--- config.mk ---
export PLATFORM = sky130hd
export DESIGN_NAME = softmax_cross_entropy_unit_flat
export DESIGN_NICKNAME = d
export VERILOG_FILES = /design/src/hw/rtl/sce_pkg.sv /design/src/hw/rtl/sce_if.sv /design/src/hw/rtl/softmax_cross_entropy_unit.sv /design/src/hw/rtl/sce_div.sv /design/src/hw/rtl/sce_ctrl.sv /design/src/hw/rtl/sce_dp.sv /design/src/flat_wrapper.sv
export SDC_FILE = /design/constraint.sdc
export NUM_CORES = 2
export LEC_CHECK = 0
export ABC_AREA = 1
export ABC_CLOCK_PERIOD_IN_PS = 15200
export BUFFER_PORTS_ARGS = -buffer_cell sky130_fd_sc_hd__buf_2
export CORE_ASPECT_RATIO = 1.25
export CORE_MARGIN = 4
export CORE_UTILIZATION = 57
export DETAILED_ROUTE_END_ITERATION = 10
export PLACE_DENSITY = 0.83
export SLEW_MARGIN = 30
export SYNTH_ARGS = -nofsm -noshare
export SYNTH_HDL_FRONTEND = slang
export SYNTH_SLANG_ARGS = --single-unit
export TNS_END_PERCENT = 100
--- constraint.sdc ---
create_clock -name i_clk -period 15.2 [get_ports i_clk]
set_input_delay 3.04 -clock i_clk [delete_from_list [all_inputs] [get_ports i_clk]]
set_output_delay 3.04 -clock i_clk [all_outputs]
set_load 0.02 [all_outputs]
--- src/hw/rtl/sce_pkg.sv ---
// Package for the softmax cross-entropy unit: widths, controller states,
// command and status structs, and the 2^(-i/16) table. No dependencies.
package sce_pkg;

    localparam int MAX_CLASSES = 16;
    localparam int IDX_W       = $clog2(MAX_CLASSES);
    localparam int CNT_W       = $clog2(MAX_CLASSES + 1);
    localparam int LOGIT_W     = 16;
    localparam int TARGET_W    = 16;
    localparam int PROB_W      = 16;
    localparam int GRAD_W      = 17;
    localparam int BATCH_W     = 11;
    localparam int SUM_W       = 24;
    localparam int EXP_W       = 17;
    localparam int RECIP_W     = 17;
    localparam int DIVQ_W      = 33;
    localparam int DIVR_W      = SUM_W + 1;
    localparam int DIVC_W      = 6;
    localparam logic [16:0] LOG2E_Q16 = 17'd94548;

    typedef enum logic [3:0] {
        S_IDLE, S_RD, S_X1, S_X2, S_X3, S_ACC, S_RECIP, S_RWAIT,
        S_MUL, S_GRAD, S_GWAIT, S_EMIT
    } t_state;

    typedef struct packed {
        logic load;
        logic idx_clr;
        logic idx_inc;
        logic rd;
        logic x1;
        logic x2;
        logic x3;
        logic acc;
        logic recip_start;
        logic recip_load;
        logic mul;
        logic grad_start;
        logic out_load;
        logic row_done;
    } t_dp_cmd;

    typedef struct packed {
        logic div_busy;
        logic idx_last;
    } t_dp_stat;

    function automatic logic [16:0] pow2_neg(input logic [4:0] i);
        logic [16:0] v;
        case (i)
            5'd0:    v = 17'd65536;
            5'd1:    v = 17'd62757;
            5'd2:    v = 17'd60097;
            5'd3:    v = 17'd57549;
            5'd4:    v = 17'd55109;
            5'd5:    v = 17'd52773;
            5'd6:    v = 17'd50535;
            5'd7:    v = 17'd48393;
            5'd8:    v = 17'd46341;
            5'd9:    v = 17'd44376;
            5'd10:   v = 17'd42495;
            5'd11:   v = 17'd40693;
            5'd12:   v = 17'd38968;
            5'd13:   v = 17'd37316;
            5'd14:   v = 17'd35734;
            5'd15:   v = 17'd34219;
            default: v = 17'd32768;
        endcase
        return v;
    endfunction

endpackage

--- src/hw/rtl/sce_if.sv ---
// Stream and configuration channel interfaces of the softmax cross-entropy unit.
// Depends on sce_pkg.
interface sce_in_if;
    logic                           valid;
    logic                           ready;
    logic signed [sce_pkg::LOGIT_W-1:0] logit;
    logic [sce_pkg::TARGET_W-1:0]   target;
    logic                           row_end;
    modport source (output valid, logit, target, row_end, input ready);
    modport sink   (input valid, logit, target, row_end, output ready);
endinterface

interface sce_out_if;
    logic                              valid;
    logic                              ready;
    logic [sce_pkg::PROB_W-1:0]        probability;
    logic signed [sce_pkg::GRAD_W-1:0] gradient;
    logic                              last;
    modport source (output valid, probability, gradient, last, input ready);
    modport sink   (input valid, probability, gradient, last, output ready);
endinterface

interface sce_cfg_if;
    logic                        valid;
    logic                        ready;
    logic [sce_pkg::BATCH_W-1:0] batch_size;
    modport source (output valid, batch_size, input ready);
    modport sink   (input valid, batch_size, output ready);
endinterface

--- src/hw/rtl/softmax_cross_entropy_unit.sv ---
// Softmax cross-entropy unit: one class per input transaction; on row end,
// one probability/gradient result per stored class (up to 16).
// Flow: a first pass over the row does exp and sum, then the reciprocal divider runs;
// a second pass gives each result (exp, multiply, 17-step gradient divider) plus stall.
// Throughput: one row at a time; loading accepts one class per cycle.
// Reset (synchronous, active low) clears count, sum and max and sets batch size to one.
module softmax_cross_entropy_unit (
    input  logic         i_clk,
    input  logic         i_rst_n,
    sce_in_if.sink       i_in_ch,
    sce_out_if.source    o_out_ch,
    sce_cfg_if.sink      i_cfg_ch
);
    import sce_pkg::*;

    t_dp_cmd  cmd;
    t_dp_stat stat;

    assign i_cfg_ch.ready = 1'b1;

    sce_ctrl u_ctrl (
        .i_clk        (i_clk),
        .i_rst_n      (i_rst_n),
        .i_in_valid   (i_in_ch.valid),
        .i_in_row_end (i_in_ch.row_end),
        .i_out_ready  (o_out_ch.ready),
        .i_stat       (stat),
        .o_in_ready   (i_in_ch.ready),
        .o_out_valid  (o_out_ch.valid),
        .o_cmd        (cmd)
    );

    sce_dp u_dp (
        .i_clk         (i_clk),
        .i_rst_n       (i_rst_n),
        .i_cmd         (cmd),
        .o_stat        (stat),
        .i_logit       (i_in_ch.logit),
        .i_target      (i_in_ch.target),
        .i_cfg_we      (i_cfg_ch.valid),
        .i_cfg_batch   (i_cfg_ch.batch_size),
        .o_probability (o_out_ch.probability),
        .o_gradient    (o_out_ch.gradient),
        .o_last        (o_out_ch.last)
    );
endmodule

--- src/hw/rtl/sce_div.sv ---
// Restoring divider, one quotient bit per cycle, for the reciprocal and gradient.
// Depends on sce_pkg.
module sce_div (
    input  logic                          i_clk,
    input  logic                          i_rst_n,
    input  logic                          i_start,
    input  logic [sce_pkg::DIVQ_W-1:0]    i_dividend,
    input  logic [sce_pkg::SUM_W-1:0]     i_divisor,
    input  logic [sce_pkg::DIVC_W-1:0]    i_steps,
    output logic                          o_busy,
    output logic [sce_pkg::DIVQ_W-1:0]    o_quotient
);
    import sce_pkg::*;

    logic [DIVR_W-1:0] r_rem, n_rem, rem_sh;
    logic [DIVQ_W-1:0] r_quo, n_quo;
    logic [DIVC_W-1:0] r_cnt;
    logic [SUM_W-1:0]  r_dsr;
    logic              r_busy;

    always_comb begin
        rem_sh = {r_rem[DIVR_W-2:0], r_quo[DIVQ_W-1]};
        n_quo  = {r_quo[DIVQ_W-2:0], 1'b0};
        n_rem  = rem_sh;
        if (rem_sh >= {1'b0, r_dsr}) begin
            n_rem    = rem_sh - {1'b0, r_dsr};
            n_quo[0] = 1'b1;
        end
    end

    always_ff @(posedge i_clk) begin
        if (!i_rst_n) begin
            r_busy <= 1'b0;
            r_cnt  <= '0;
        end else if (i_start) begin
            r_busy <= 1'b1;
            r_cnt  <= i_steps;
        end else if (r_busy) begin
            r_cnt <= r_cnt - 1'b1;
            if (r_cnt == DIVC_W'(1)) begin
                r_busy <= 1'b0;
            end
        end
    end

    always_ff @(posedge i_clk) begin
        if (i_start) begin
            r_rem <= '0;
            r_quo <= i_dividend;
            r_dsr <= i_divisor;
        end else if (r_busy) begin
            r_rem <= n_rem;
            r_quo <= n_quo;
        end
    end

    assign o_busy     = r_busy;
    assign o_quotient = r_quo;
endmodule

--- src/hw/rtl/sce_ctrl.sv ---
// Controller state machine of the softmax cross-entropy unit.
// Depends on sce_pkg; drives the datapath through t_dp_cmd.
module sce_ctrl (
    input  logic              i_clk,
    input  logic              i_rst_n,
    input  logic              i_in_valid,
    input  logic              i_in_row_end,
    input  logic              i_out_ready,
    input  sce_pkg::t_dp_stat i_stat,
    output logic              o_in_ready,
    output logic              o_out_valid,
    output sce_pkg::t_dp_cmd  o_cmd
);
    import sce_pkg::*;

    t_state r_state, n_state;
    logic   r_pass, n_pass;

    always_ff @(posedge i_clk) begin
        if (!i_rst_n) begin
            r_state <= S_IDLE;
            r_pass  <= 1'b0;
        end else begin
            r_state <= n_state;
            r_pass  <= n_pass;
        end
    end

    always_comb begin
        n_state     = r_state;
        n_pass      = r_pass;
        o_cmd       = '0;
        o_in_ready  = 1'b0;
        o_out_valid = 1'b0;
        case (r_state)
            S_IDLE: begin
                o_in_ready = 1'b1;
                if (i_in_valid) begin
                    o_cmd.load = 1'b1;
                    if (i_in_row_end) begin
                        o_cmd.idx_clr = 1'b1;
                        n_pass        = 1'b0;
                        n_state       = S_RD;
                    end
                end
            end
            S_RD: begin
                o_cmd.rd = 1'b1;
                n_state  = S_X1;
            end
            S_X1: begin
                o_cmd.x1 = 1'b1;
                n_state  = S_X2;
            end
            S_X2: begin
                o_cmd.x2 = 1'b1;
                n_state  = S_X3;
            end
            S_X3: begin
                o_cmd.x3 = 1'b1;
                n_state  = r_pass ? S_MUL : S_ACC;
            end
            S_ACC: begin
                o_cmd.acc = 1'b1;
                if (i_stat.idx_last) begin
                    o_cmd.idx_clr = 1'b1;
                    n_state       = S_RECIP;
                end else begin
                    o_cmd.idx_inc = 1'b1;
                    n_state       = S_RD;
                end
            end
            S_RECIP: begin
                o_cmd.recip_start = 1'b1;
                n_state           = S_RWAIT;
            end
            S_RWAIT: begin
                if (!i_stat.div_busy) begin
                    o_cmd.recip_load = 1'b1;
                    n_pass           = 1'b1;
                    n_state          = S_RD;
                end
            end
            S_MUL: begin
                o_cmd.mul = 1'b1;
                n_state   = S_GRAD;
            end
            S_GRAD: begin
                o_cmd.grad_start = 1'b1;
                n_state          = S_GWAIT;
            end
            S_GWAIT: begin
                if (!i_stat.div_busy) begin
                    o_cmd.out_load = 1'b1;
                    n_state        = S_EMIT;
                end
            end
            S_EMIT: begin
                o_out_valid = 1'b1;
                if (i_out_ready) begin
                    if (i_stat.idx_last) begin
                        o_cmd.row_done = 1'b1;
                        n_state        = S_IDLE;
                    end else begin
                        o_cmd.idx_inc = 1'b1;
                        n_state       = S_RD;
                    end
                end
            end
            default: n_state = S_IDLE;
        endcase
    end

    a_emit_hold: assert property (@(posedge i_clk) disable iff (!i_rst_n)
        (r_state == S_EMIT && !i_out_ready) |=> r_state == S_EMIT)
        else $error("result dropped while stalled");
    a_busy_wait: assert property (@(posedge i_clk) disable iff (!i_rst_n)
        i_stat.div_busy |-> (r_state == S_RWAIT || r_state == S_GWAIT))
        else $error("divider busy outside a wait state");
    a_sum_recip: assert property (@(posedge i_clk) disable iff (!i_rst_n)
        (r_state == S_ACC && i_stat.idx_last) |=> r_state == S_RECIP)
        else $error("reciprocal not started after last sum term");
endmodule

--- src/hw/rtl/sce_dp.sv ---
// Datapath of the softmax cross-entropy unit: row stores, exp evaluation,
// sum, reciprocal and gradient. Depends on sce_pkg and sce_div.
module sce_dp (
    input  logic                                i_clk,
    input  logic                                i_rst_n,
    input  sce_pkg::t_dp_cmd                    i_cmd,
    output sce_pkg::t_dp_stat                   o_stat,
    input  logic signed [sce_pkg::LOGIT_W-1:0]  i_logit,
    input  logic [sce_pkg::TARGET_W-1:0]        i_target,
    input  logic                                i_cfg_we,
    input  logic [sce_pkg::BATCH_W-1:0]         i_cfg_batch,
    output logic [sce_pkg::PROB_W-1:0]          o_probability,
    output logic signed [sce_pkg::GRAD_W-1:0]   o_gradient,
    output logic                                o_last
);
    import sce_pkg::*;

    logic [LOGIT_W-1:0]  logit_mem  [MAX_CLASSES];
    logic [TARGET_W-1:0] target_mem [MAX_CLASSES];

    logic signed [LOGIT_W-1:0] r_row_max, r_logit_q;
    logic [TARGET_W-1:0]       r_target_q;
    logic [CNT_W-1:0]          r_count;
    logic [IDX_W-1:0]          r_idx;
    logic [BATCH_W-1:0]        r_batch;
    logic [SUM_W-1:0]          r_sum;
    logic [24:0]               r_u;
    logic [16:0]               r_m;
    logic [8:0]                r_k;
    logic [EXP_W-1:0]          r_e;
    logic [RECIP_W-1:0]        r_recip;
    logic [PROB_W-1:0]         r_p;
    logic                      r_neg;
    logic [PROB_W-1:0]         r_prob_o;
    logic signed [GRAD_W-1:0]  r_grad_o;
    logic                      r_last_o;

    logic signed [LOGIT_W:0]   diff;
    logic [32:0]               uprod;
    logic [3:0]                ti;
    logic [11:0]               tr;
    logic [16:0]               t_a, t_b;
    logic [23:0]               iprod;
    logic [17:0]               rnd;
    logic [17:0]               shifted;
    logic [EXP_W-1:0]          e_val;
    logic [33:0]               pprod;
    logic signed [GRAD_W-1:0]  dval;
    logic [PROB_W-1:0]         dmag;
    logic                      idx_last;
    logic                      div_start, div_busy;
    logic [DIVQ_W-1:0]         div_dividend, div_q;
    logic [SUM_W-1:0]          div_divisor;
    logic [DIVC_W-1:0]         div_steps;
    logic [BATCH_W-1:0]        b_eff;

    assign idx_last = r_idx == IDX_W'(r_count - 1'b1);
    assign o_stat   = '{div_busy: div_busy, idx_last: idx_last};
    assign b_eff    = (r_batch == '0) ? BATCH_W'(1) : r_batch;

    always_ff @(posedge i_clk) begin
        if (!i_rst_n) begin
            r_batch <= BATCH_W'(1);
        end else if (i_cfg_we) begin
            r_batch <= i_cfg_batch;
        end
    end

    always_ff @(posedge i_clk) begin
        if (!i_rst_n) begin
            r_count   <= '0;
            r_row_max <= '0;
        end else if (i_cmd.load && r_count < CNT_W'(MAX_CLASSES)) begin
            if (r_count == '0 || i_logit > r_row_max) begin
                r_row_max <= i_logit;
            end
            r_count <= r_count + 1'b1;
        end else if (i_cmd.row_done) begin
            r_count <= '0;
        end
    end

    always_ff @(posedge i_clk) begin
        if (i_cmd.load && r_count < CNT_W'(MAX_CLASSES)) begin
            logit_mem[r_count[IDX_W-1:0]]  <= i_logit;
            target_mem[r_count[IDX_W-1:0]] <= i_target;
        end
        if (i_cmd.rd) begin
            r_logit_q  <= logit_mem[r_idx];
            r_target_q <= target_mem[r_idx];
        end
    end

    always_ff @(posedge i_clk) begin
        if (!i_rst_n) begin
            r_idx <= '0;
        end else if (i_cmd.idx_clr) begin
            r_idx <= '0;
        end else if (i_cmd.idx_inc) begin
            r_idx <= r_idx + 1'b1;
        end
    end

    always_comb begin
        diff    = {r_row_max[LOGIT_W-1], r_row_max} - {r_logit_q[LOGIT_W-1], r_logit_q};
        uprod   = 33'(diff[15:0]) * 33'(LOG2E_Q16) + 33'd128;
        ti      = r_u[15:12];
        tr      = r_u[11:0];
        t_a     = pow2_neg({1'b0, ti});
        t_b     = pow2_neg(5'({1'b0, ti}) + 5'd1);
        iprod   = 24'(t_a - t_b) * 24'(tr) + 24'd2048;
        rnd     = 18'(1) << (r_k[4:0] - 5'd1);
        shifted = (18'(r_m) + rnd) >> r_k[4:0];
        if (r_k == '0) begin
            e_val = r_m;
        end else if (r_k > 9'd16) begin
            e_val = '0;
        end else begin
            e_val = shifted[EXP_W-1:0];
        end
        pprod = 34'(r_e) * 34'(r_recip) + 34'd32768;
        dval  = $signed({1'b0, r_p}) - $signed({1'b0, r_target_q});
        dmag  = dval[GRAD_W-1] ? PROB_W'(-dval) : dval[PROB_W-1:0];
    end

    always_ff @(posedge i_clk) begin
        if (i_cmd.x1) begin
            r_u <= uprod[32:8];
        end
        if (i_cmd.x2) begin
            r_m <= t_a - 17'(iprod[23:12]);
            r_k <= r_u[24:16];
        end
        if (i_cmd.x3) begin
            r_e <= e_val;
        end
        if (i_cmd.mul) begin
            r_p <= (pprod[33:16] > 18'd65535) ? 16'hFFFF : pprod[31:16];
        end
        if (i_cmd.grad_start) begin
            r_neg <= dval[GRAD_W-1];
        end
        if (i_cmd.recip_load) begin
            r_recip <= (r_sum == '0) ? '0 : div_q[RECIP_W-1:0];
        end
        if (i_cmd.out_load) begin
            r_prob_o <= r_p;
            r_grad_o <= r_neg ? -$signed({1'b0, div_q[PROB_W-1:0]})
                              : $signed({1'b0, div_q[PROB_W-1:0]});
            r_last_o <= idx_last;
        end
    end

    always_ff @(posedge i_clk) begin
        if (!i_rst_n) begin
            r_sum <= '0;
        end else if (i_cmd.load) begin
            r_sum <= '0;
        end else if (i_cmd.acc) begin
            r_sum <= r_sum + SUM_W'(r_e);
        end
    end

    always_comb begin
        div_start = i_cmd.recip_start | i_cmd.grad_start;
        if (i_cmd.recip_start) begin
            div_dividend = DIVQ_W'(1) << 32;
            div_divisor  = r_sum;
            div_steps    = DIVC_W'(DIVQ_W);
        end else begin
            div_dividend = DIVQ_W'(dmag) << 16;
            div_divisor  = SUM_W'(b_eff);
            div_steps    = DIVC_W'(GRAD_W);
        end
    end

    sce_div u_div (
        .i_clk      (i_clk),
        .i_rst_n    (i_rst_n),
        .i_start    (div_start),
        .i_dividend (div_dividend),
        .i_divisor  (div_divisor),
        .i_steps    (div_steps),
        .o_busy     (div_busy),
        .o_quotient (div_q)
    );

    assign o_probability = r_prob_o;
    assign o_gradient    = r_grad_o;
    assign o_last        = r_last_o;
endmodule
--- src/flat_wrapper.sv ---
// flat-port wrapper written by rule: the top's interface ports become plain ports
module softmax_cross_entropy_unit_flat import sce_pkg::*;
  (i_clk, i_rst_n, i_in_ch_valid, i_in_ch_logit, i_in_ch_target, i_in_ch_row_end, i_in_ch_ready, o_out_ch_valid, o_out_ch_probability, o_out_ch_gradient, o_out_ch_last, o_out_ch_ready, i_cfg_ch_valid, i_cfg_ch_batch_size, i_cfg_ch_ready);
  sce_in_if i_in_ch_i ();
  sce_out_if o_out_ch_i ();
  sce_cfg_if i_cfg_ch_i ();
  input  logic i_clk;
  input  logic i_rst_n;
  input wire logic [$bits(i_in_ch_i.valid)-1:0] i_in_ch_valid;
  input wire logic [$bits(i_in_ch_i.logit)-1:0] i_in_ch_logit;
  input wire logic [$bits(i_in_ch_i.target)-1:0] i_in_ch_target;
  input wire logic [$bits(i_in_ch_i.row_end)-1:0] i_in_ch_row_end;
  output wire logic [$bits(i_in_ch_i.ready)-1:0] i_in_ch_ready;
  output wire logic [$bits(o_out_ch_i.valid)-1:0] o_out_ch_valid;
  output wire logic [$bits(o_out_ch_i.probability)-1:0] o_out_ch_probability;
  output wire logic [$bits(o_out_ch_i.gradient)-1:0] o_out_ch_gradient;
  output wire logic [$bits(o_out_ch_i.last)-1:0] o_out_ch_last;
  input wire logic [$bits(o_out_ch_i.ready)-1:0] o_out_ch_ready;
  input wire logic [$bits(i_cfg_ch_i.valid)-1:0] i_cfg_ch_valid;
  input wire logic [$bits(i_cfg_ch_i.batch_size)-1:0] i_cfg_ch_batch_size;
  output wire logic [$bits(i_cfg_ch_i.ready)-1:0] i_cfg_ch_ready;
  assign i_in_ch_i.valid = i_in_ch_valid;
  assign i_in_ch_i.logit = i_in_ch_logit;
  assign i_in_ch_i.target = i_in_ch_target;
  assign i_in_ch_i.row_end = i_in_ch_row_end;
  assign i_in_ch_ready = i_in_ch_i.ready;
  assign o_out_ch_valid = o_out_ch_i.valid;
  assign o_out_ch_probability = o_out_ch_i.probability;
  assign o_out_ch_gradient = o_out_ch_i.gradient;
  assign o_out_ch_last = o_out_ch_i.last;
  assign o_out_ch_i.ready = o_out_ch_ready;
  assign i_cfg_ch_i.valid = i_cfg_ch_valid;
  assign i_cfg_ch_i.batch_size = i_cfg_ch_batch_size;
  assign i_cfg_ch_ready = i_cfg_ch_i.ready;
  softmax_cross_entropy_unit u_core (.i_clk(i_clk), .i_rst_n(i_rst_n), .i_in_ch(i_in_ch_i), .o_out_ch(o_out_ch_i), .i_cfg_ch(i_cfg_ch_i));
endmodule
* Yosys cells after proc, flatten, opt, wreduce, memory -nomap -nowiden *
Memories as Yosys holds them, arrays and structs flattened. A register that Yosys moved wholly into a read port is not among the register bits.
Index checks and enable logic that the tools add are counted.

word-level totals
  memories kept = 4
  memory bits (read-only) = 544
  logic and storage cells = 150
  output and inout port bits = 37
  RAM bits = 512
  flip-flop bits (word level) = 289
  input bits = 49

memories
  name                    depth  bits a word  rd ports  clocked after memory_dff  write ports  RTL line       text
  (no name shown)         16     17           1         1                         0            sce_pkg.sv:50  case (i)
  (no name shown)         16     17           1         0                         0            sce_pkg.sv:50
  u_core.u_dp.logit_mem   16     16           1         1                         1            sce_dp.sv:18   logic [LOGIT_W-1:0] logit_mem [MAX_CLASSES];
  u_core.u_dp.target_mem  16     16           1         1                         1            sce_dp.sv:19   logic [TARGET_W-1:0] target_mem [MAX_CLASSES];

operators by class
  bitwise gates (word level) = 2
  add/subtract/negate cells = 18
  reductions and logical operators = 15
  equality and inequality tests = 18
  $mul = 3
  shift-type cells = 2
  muxes and demuxes = 59
  magnitude comparators = 5

operators with widths
  kind                    number
  $mux 33                 3
  $mux 17                 3
  $pmux 4 s12             1
  $add 34x16->34 const B  1
  $mul 17x17->34          1
  $add 33x8->33 const B   1
  $mux 16                 2
  $mul 16x15->31 const B  1
  $mux 1                  30
  $mux 4                  7
  $ge 25x24->1            1
  $add 24x12->24 const B  1
  $add 24x17->24          1
  $logic_not 24->1        1
  $mul 18x13->24          1
  $mux 24                 1
  $sub 24x24->24          1
  $mux 11                 2
  $add 17x18->18          1
  $gt 18x16->1 const B    1
  $mux 6                  3
  $shl 1x5->18 const A    1
  $shr 18x5->17           1
  $sub 17x17->18          1
  38 further kinds        55

* Depth between registers and ports, before layout *
  depth after elaboration = 7
  gate-level depth with buffers = 51
  depth with buffers taken out = 51

* Hierarchy *
From an unflattened synthesis, not the netlist that was laid out.

second synthesis, totals
  cell total of the unflattened synthesis = 7100
  area total of the unflattened synthesis = 63420.8 um^2

modules (own cells, without submodules)
  module                      sequential area each (um^2)  area an instance (um^2)  cells an instance  times used
  sce_dp                      21961.1                      57368.8                  6238               1
  sce_div                     2332.2                       5550.3                   774                1
  sce_ctrl                    100.1                        490.5                    86                 1
  softmax_cross_entropy_unit  0.0                          11.3                     2                  1

* Least setup slack after synthesis *
OpenSTA, ideal clock, no wires.

  path kind = register -> register
  start = register u_core.u_dp.r_u[12]
  end = register u_core.u_dp.r_m[15] (data pin)
  data required time = 14948 ps
  buffers on the path = 2
  arrival time = 8937 ps
  cell stages (with the launch flop) = 45
  clock period less this slack = 9190 ps
  setup slack = 6010 ps
  library setup time = 252 ps
  path through = edfxtp_1 > clkbuf_1 > inv_1 > o21ai_0 > nand2_1 > clkbuf_1 > o21ai_0 > nor2_1 > ha_1 > fa_1 > nand3b_1 > nand2_1 > nand2_1 > nand3_1 > xor2_1 > inv_1 > nor2_1 > fa_1 > (+9 left out) > a221oi_1 > o21ai_0 > a21o_1 > a21oi_1 > xor2_1 > ha_1 > nand2_1 > a21oi_1 > a211oi_1 > o21ai_0 > nand2_1 > nand2_1 > a21oi_1 > o21ai_0 > a21boi_0 > nand2_1 > nand2_1 > nand2_1

between the ends
  cells in the longest elaborated chain, start to end = 7

RTL lines
  what                    RTL line       text
  from (decl)             sce_dp.sv:27   logic [24:0] r_u;
  from (signal assigned)  sce_dp.sv:128  r_u <= uprod[32:8];
  $add 4x1->5 *           sce_dp.sv:110  t_b = pow2_neg(5'({1'b0, ti}) + 5'd1);
  $mem_v2 16x17           --
  $mux 17 *               sce_pkg.sv:50
  $sub 17x17->18 *        sce_dp.sv:111  iprod = 24'(t_a - t_b) * 24'(tr) + 24'd2048;
  $mul 18x13->24 *        sce_dp.sv:111
  $add 24x12->24 *        sce_dp.sv:111
  $sub 17x12->17 *        sce_dp.sv:131  r_m <= t_a - 17'(iprod[23:12]);
  to (signal assigned)    sce_dp.sv:131
  to (decl)               sce_dp.sv:28   logic [16:0] r_m;

Every way passes the cells marked *; elsewhere a longest branch is shown, timed or not.
A chain may end at the register's enable or synchronous reset.

* Final worst setup path *
Same ends and word-level chain as after synthesis.

==> flow_summary.json <==
{
  "grt_antenna_before_repair": 15,
  "routed-via-count": 48400,
  "detail-route-antenna-nets": 0,
  "min_path_type": "register to register",
  "floorplan.initialDensity": 0.575,
  "worst_ep_arrival_time_ps": 11390,
  "design.final.nets": 7793,
  "mappedNetlistArea_sq_um": 62400,
  "std_cell_rows": 135,
  "required_ps": 15600,
  "finalSetupTns_ps": 0,
  "maxSlewHeadroom": 0.280,
  "synth-main-ff-cell": "sky130_fd_sc_hd__edfxtp_1",
  "insertion_delay_ps": 680,
  "via_count_of_the_first_global_routing_pass": 49300,
  "final_cell_area_sq_um": 67100,
  "critical_path_peak_fanout": 15,
  "die_area_sq_um": 115000,
  "criticalPathCategory": "register to register",
  "synth_compound_area_frac": 0.0918,
  "synth_mux_area_frac": 0,
  "drcViolationCount": 0,
  "min_delay_path_depth": 0,
  "tritoncts_clock_tree": "built",
  "placed_cell_area_sq_um": 64200,
  "count_of_buffers_added_by_post_cts_timing_repair_for_setup": 0,
  "post_cts_sizing_count": 0,
  "area.growth.synth_to_final_pct": 7.60,
  "synthAdderAreaFrac": 0.242,
  "drt_pass1_iterations": 6,
  "grt.met3_usage": 0.0518,
  "skew_ps": 59.7,
  "core_region_area_sq_um": 108000,
  "max_slew_violation_total_from_the_final_report": 0,
  "floorplan.io_pins": 86,
  "period_share": 0.723,
  "synthCells": 6836,
  "run_status": "finished, final reports clean",
  "post_synth_main_area_contributors": "sky130_fd_sc_hd__edfxtp_1, sky130_fd_sc_hd__fa_1, sky130_fd_sc_hd__ha_1",
  "grt_max_degree": 109,
  "cts-htree-levels": 3,
  "layout-drive-gt1-share": 0.0538,
  "cts_hold_buffers": 0,
  "maxCapViolCount": 0,
  "globalRouteMet1Util": 0.339,
  "hold_violations": 0,
  "sequential_share_of_the_synthesized_area": 0.391,
  "post_drt_wl_per_cell_um": 19.6,
  "die_h_um": 378,
  "main_combinational_cell_family_by_area_after_synthesis": "adder cells",
  "count_of_clock_tree_sinks": 850,
  "vias_per_cell": 5.81,
  "kind_of_launch_point_of_the_worst_setup_path": "register",
  "crit_slowest_cell": "sky130_fd_sc_hd__xor2_1",
  "met2_usage": 0.494,
  "grt.overflow.total": 0,
  "synth_top_area_cell": "sky130_fd_sc_hd__edfxtp_1",
  "cts.reportedPaths.clkPinSlew_ps": 60,
  "end_kind": "register",
  "drt_iter0_markers": 4291,
  "clk_path_buf_depth": 3,
  "synth_edf_count": 737,
  "busiest_layer": "met2",
  "global_route.usage.total": 0.281,
  "cts_buffers": 85,
  "crit_path_frequent_cell": "sky130_fd_sc_hd__nand2_1",
  "fmax_mhz": 91.0,
  "yosysWarningCount": 0,
  "synth-xor-area-share": 0.0246,
  "synth_most_common_cell": "sky130_fd_sc_hd__nand2_1",
  "io_buffers": 84,
  "worst_pin_slew_ps": 1080,
  "grt_pass1_wl_um": 258000,
  "die_w_um": 304,
  "setup_violations": 0,
  "syn-mean-instance-area_sq_um": 9.12,
  "post-synth-top-area-fraction": 0.355,
  "number_of_different_library_cells_in_the_post_synthesis_netlist": 60,
  "synth_top_cells_by_count": "sky130_fd_sc_hd__nand2_1, sky130_fd_sc_hd__inv_1, sky130_fd_sc_hd__edfxtp_1",
  "num-fill-cells": 8713,
  "gp_routability_congestion": 0.983,
  "final_period_minus_worst_setup_slack_ps": 10990,
  "timing.critical_path.slowest_cell_delay_ps": 590,
  "synthesized_netlist_net_count": 7819,
  "route.final.wire_length_um": 163000,
  "reg2regPathDepth": 45,
  "detailedPlacementHpwl_um": 117000,
  "flops_latches_synth": 850,
  "synth-simple-area-share": 0.167,
  "setup_repair_after_global_routing_missed_its_margin": "no",
  "postSynth.asyncResetShare": 0,
  "cts.root.buffer_cell": "sky130_fd_sc_hd__clkbuf_16"
}
cell families (layout without fill, tap and decap cells):
family,count (synthesis),after routing
fa+ha+maj,934,934
simple gates,2511,2511
xor+xnor,174,174
other cells,1,7
flops,850,850
compound gates,991,991
buf+inv,1375,1420
layer usage:
metal	part of all wire	vias up	wire length (um)
li1	-	22400	-
met1	0.38	23300	61200
met2	0.50	2199	81200
met3	0.083	497	13500
met4	0.043	12	7040
met5	0.00048	-	78
through the flow:
stage                     hold WS (ps)  worst slack, ps   util  cells
after floorplan                    400             6010      -   6836
after global placement             403             4590  0.592   8159
after detailed placement           405             4430  0.592   8161
after CTS                          420             4390  0.619   8319
after global routing               424             3350  0.619   8322
final                              419             4210  0.619   8325
worst max-delay path: cells and delay by family, from the launching register on:
| family | cells | cell delay (ps) |
|---|---|---|
| XOR/XNOR | 2 | 740 |
| adder cells (fa/ha/maj) | 12 | 4800 |
| AO/OA/AOI/OAI | 12 | 2580 |
| buffers and inverters | 4 | 550 |
| AND/OR/NAND/NOR | 15 | 1500 |
| flip-flops | 1 | 550 |
cells in the final DEF, fill, tap and decap left out, types with 17 or more instances in the layout:
cell type,synthesis,layout
sky130_fd_sc_hd__nand2_1,1254,1254
sky130_fd_sc_hd__inv_1,1114,1111
sky130_fd_sc_hd__edfxtp_1,737,737
sky130_fd_sc_hd__nor2_1,716,694
sky130_fd_sc_hd__ha_1,479,479
sky130_fd_sc_hd__o21ai_0,456,456
sky130_fd_sc_hd__fa_1,455,455
sky130_fd_sc_hd__nand3_1,319,319
sky130_fd_sc_hd__a21oi_1,261,261
sky130_fd_sc_hd__dfxtp_1,113,109
sky130_fd_sc_hd__xor2_1,106,105
sky130_fd_sc_hd__o221ai_1,101,101
sky130_fd_sc_hd__clkbuf_16,0,86
sky130_fd_sc_hd__buf_2,8,84
sky130_fd_sc_hd__xnor2_1,67,65
sky130_fd_sc_hd__nor3_1,55,54
sky130_fd_sc_hd__nand4_1,54,54
sky130_fd_sc_hd__buf_4,2,45
sky130_fd_sc_hd__o211ai_1,44,44
sky130_fd_sc_hd__o22ai_1,39,39
sky130_fd_sc_hd__nor2_4,4,23
sky130_fd_sc_hd__nand3b_1,22,22
sky130_fd_sc_hd__nand2_2,22,22
sky130_fd_sc_hd__nor4_1,19,19
sky130_fd_sc_hd__clkinv_1,9,18
sky130_fd_sc_hd__clkinv_2,0,17
flip-flops by register name (all words and copies together) (netlist names), 4 cells and up:
signal,count
u_core.u_dp.u_div.r_rem,24
u_core.u_dp.logit_mem,256
u_core.u_dp.r_p,16
u_core.u_dp.r_u,25
u_core.u_dp.r_count,5
u_core.u_dp.t_a,17
u_core.u_dp.r_logit_q,16
u_core.u_dp.o_gradient,17
u_core.u_dp.r_e,17
u_core.u_dp.r_batch,11
u_core.u_dp.r_recip,17
u_core.u_dp.r_idx,4
u_core.u_dp.r_sum,24
u_core.u_dp.u_div.r_dsr,24
u_core.u_dp.target_mem,256
u_core.u_dp.r_target_q,16
u_core.u_dp.r_k,9
u_core.u_dp.u_div.r_cnt,6
u_core.u_dp.u_div.o_quotient,33
u_core.u_ctrl.r_state,4
u_core.u_dp.r_m,17
u_core.u_dp.o_probability,16
u_core.u_dp.r_row_max,16
cell type report:
cell class | instances | area (sq um) | share of cell area
Multi-Input combinational cell | 4611 | 33000 | 0.491
Sequential cell | 850 | 24400 | 0.364
Clock buffer | 103 | 2230 | 0.0332
Timing Repair Buffer | 133 | 828 | 0.0123
Antenna cell | 6 | 15.0 | 0.000224
Clock inverter | 55 | 638 | 0.00951
Inverter | 1129 | 4250 | 0.0633
Tap cell | 1438 | 1800 | 0.0268
worst paths after layout:
path,end,slack (ps),startpoint
max,u_core.u_dp.r_m[15],4210,u_core.u_dp.r_u[12]
min reg2reg,u_core.u_dp.r_k[6],420,u_core.u_dp.r_u[22]
min,u_core.u_dp.r_k[6],420,u_core.u_dp.r_u[22]
max reg2reg,u_core.u_dp.r_m[15],4210,u_core.u_dp.r_u[12]
Power is not shown: default switching activity piles up to over one toggle a cycle in this logic, so the estimate is an artifact.
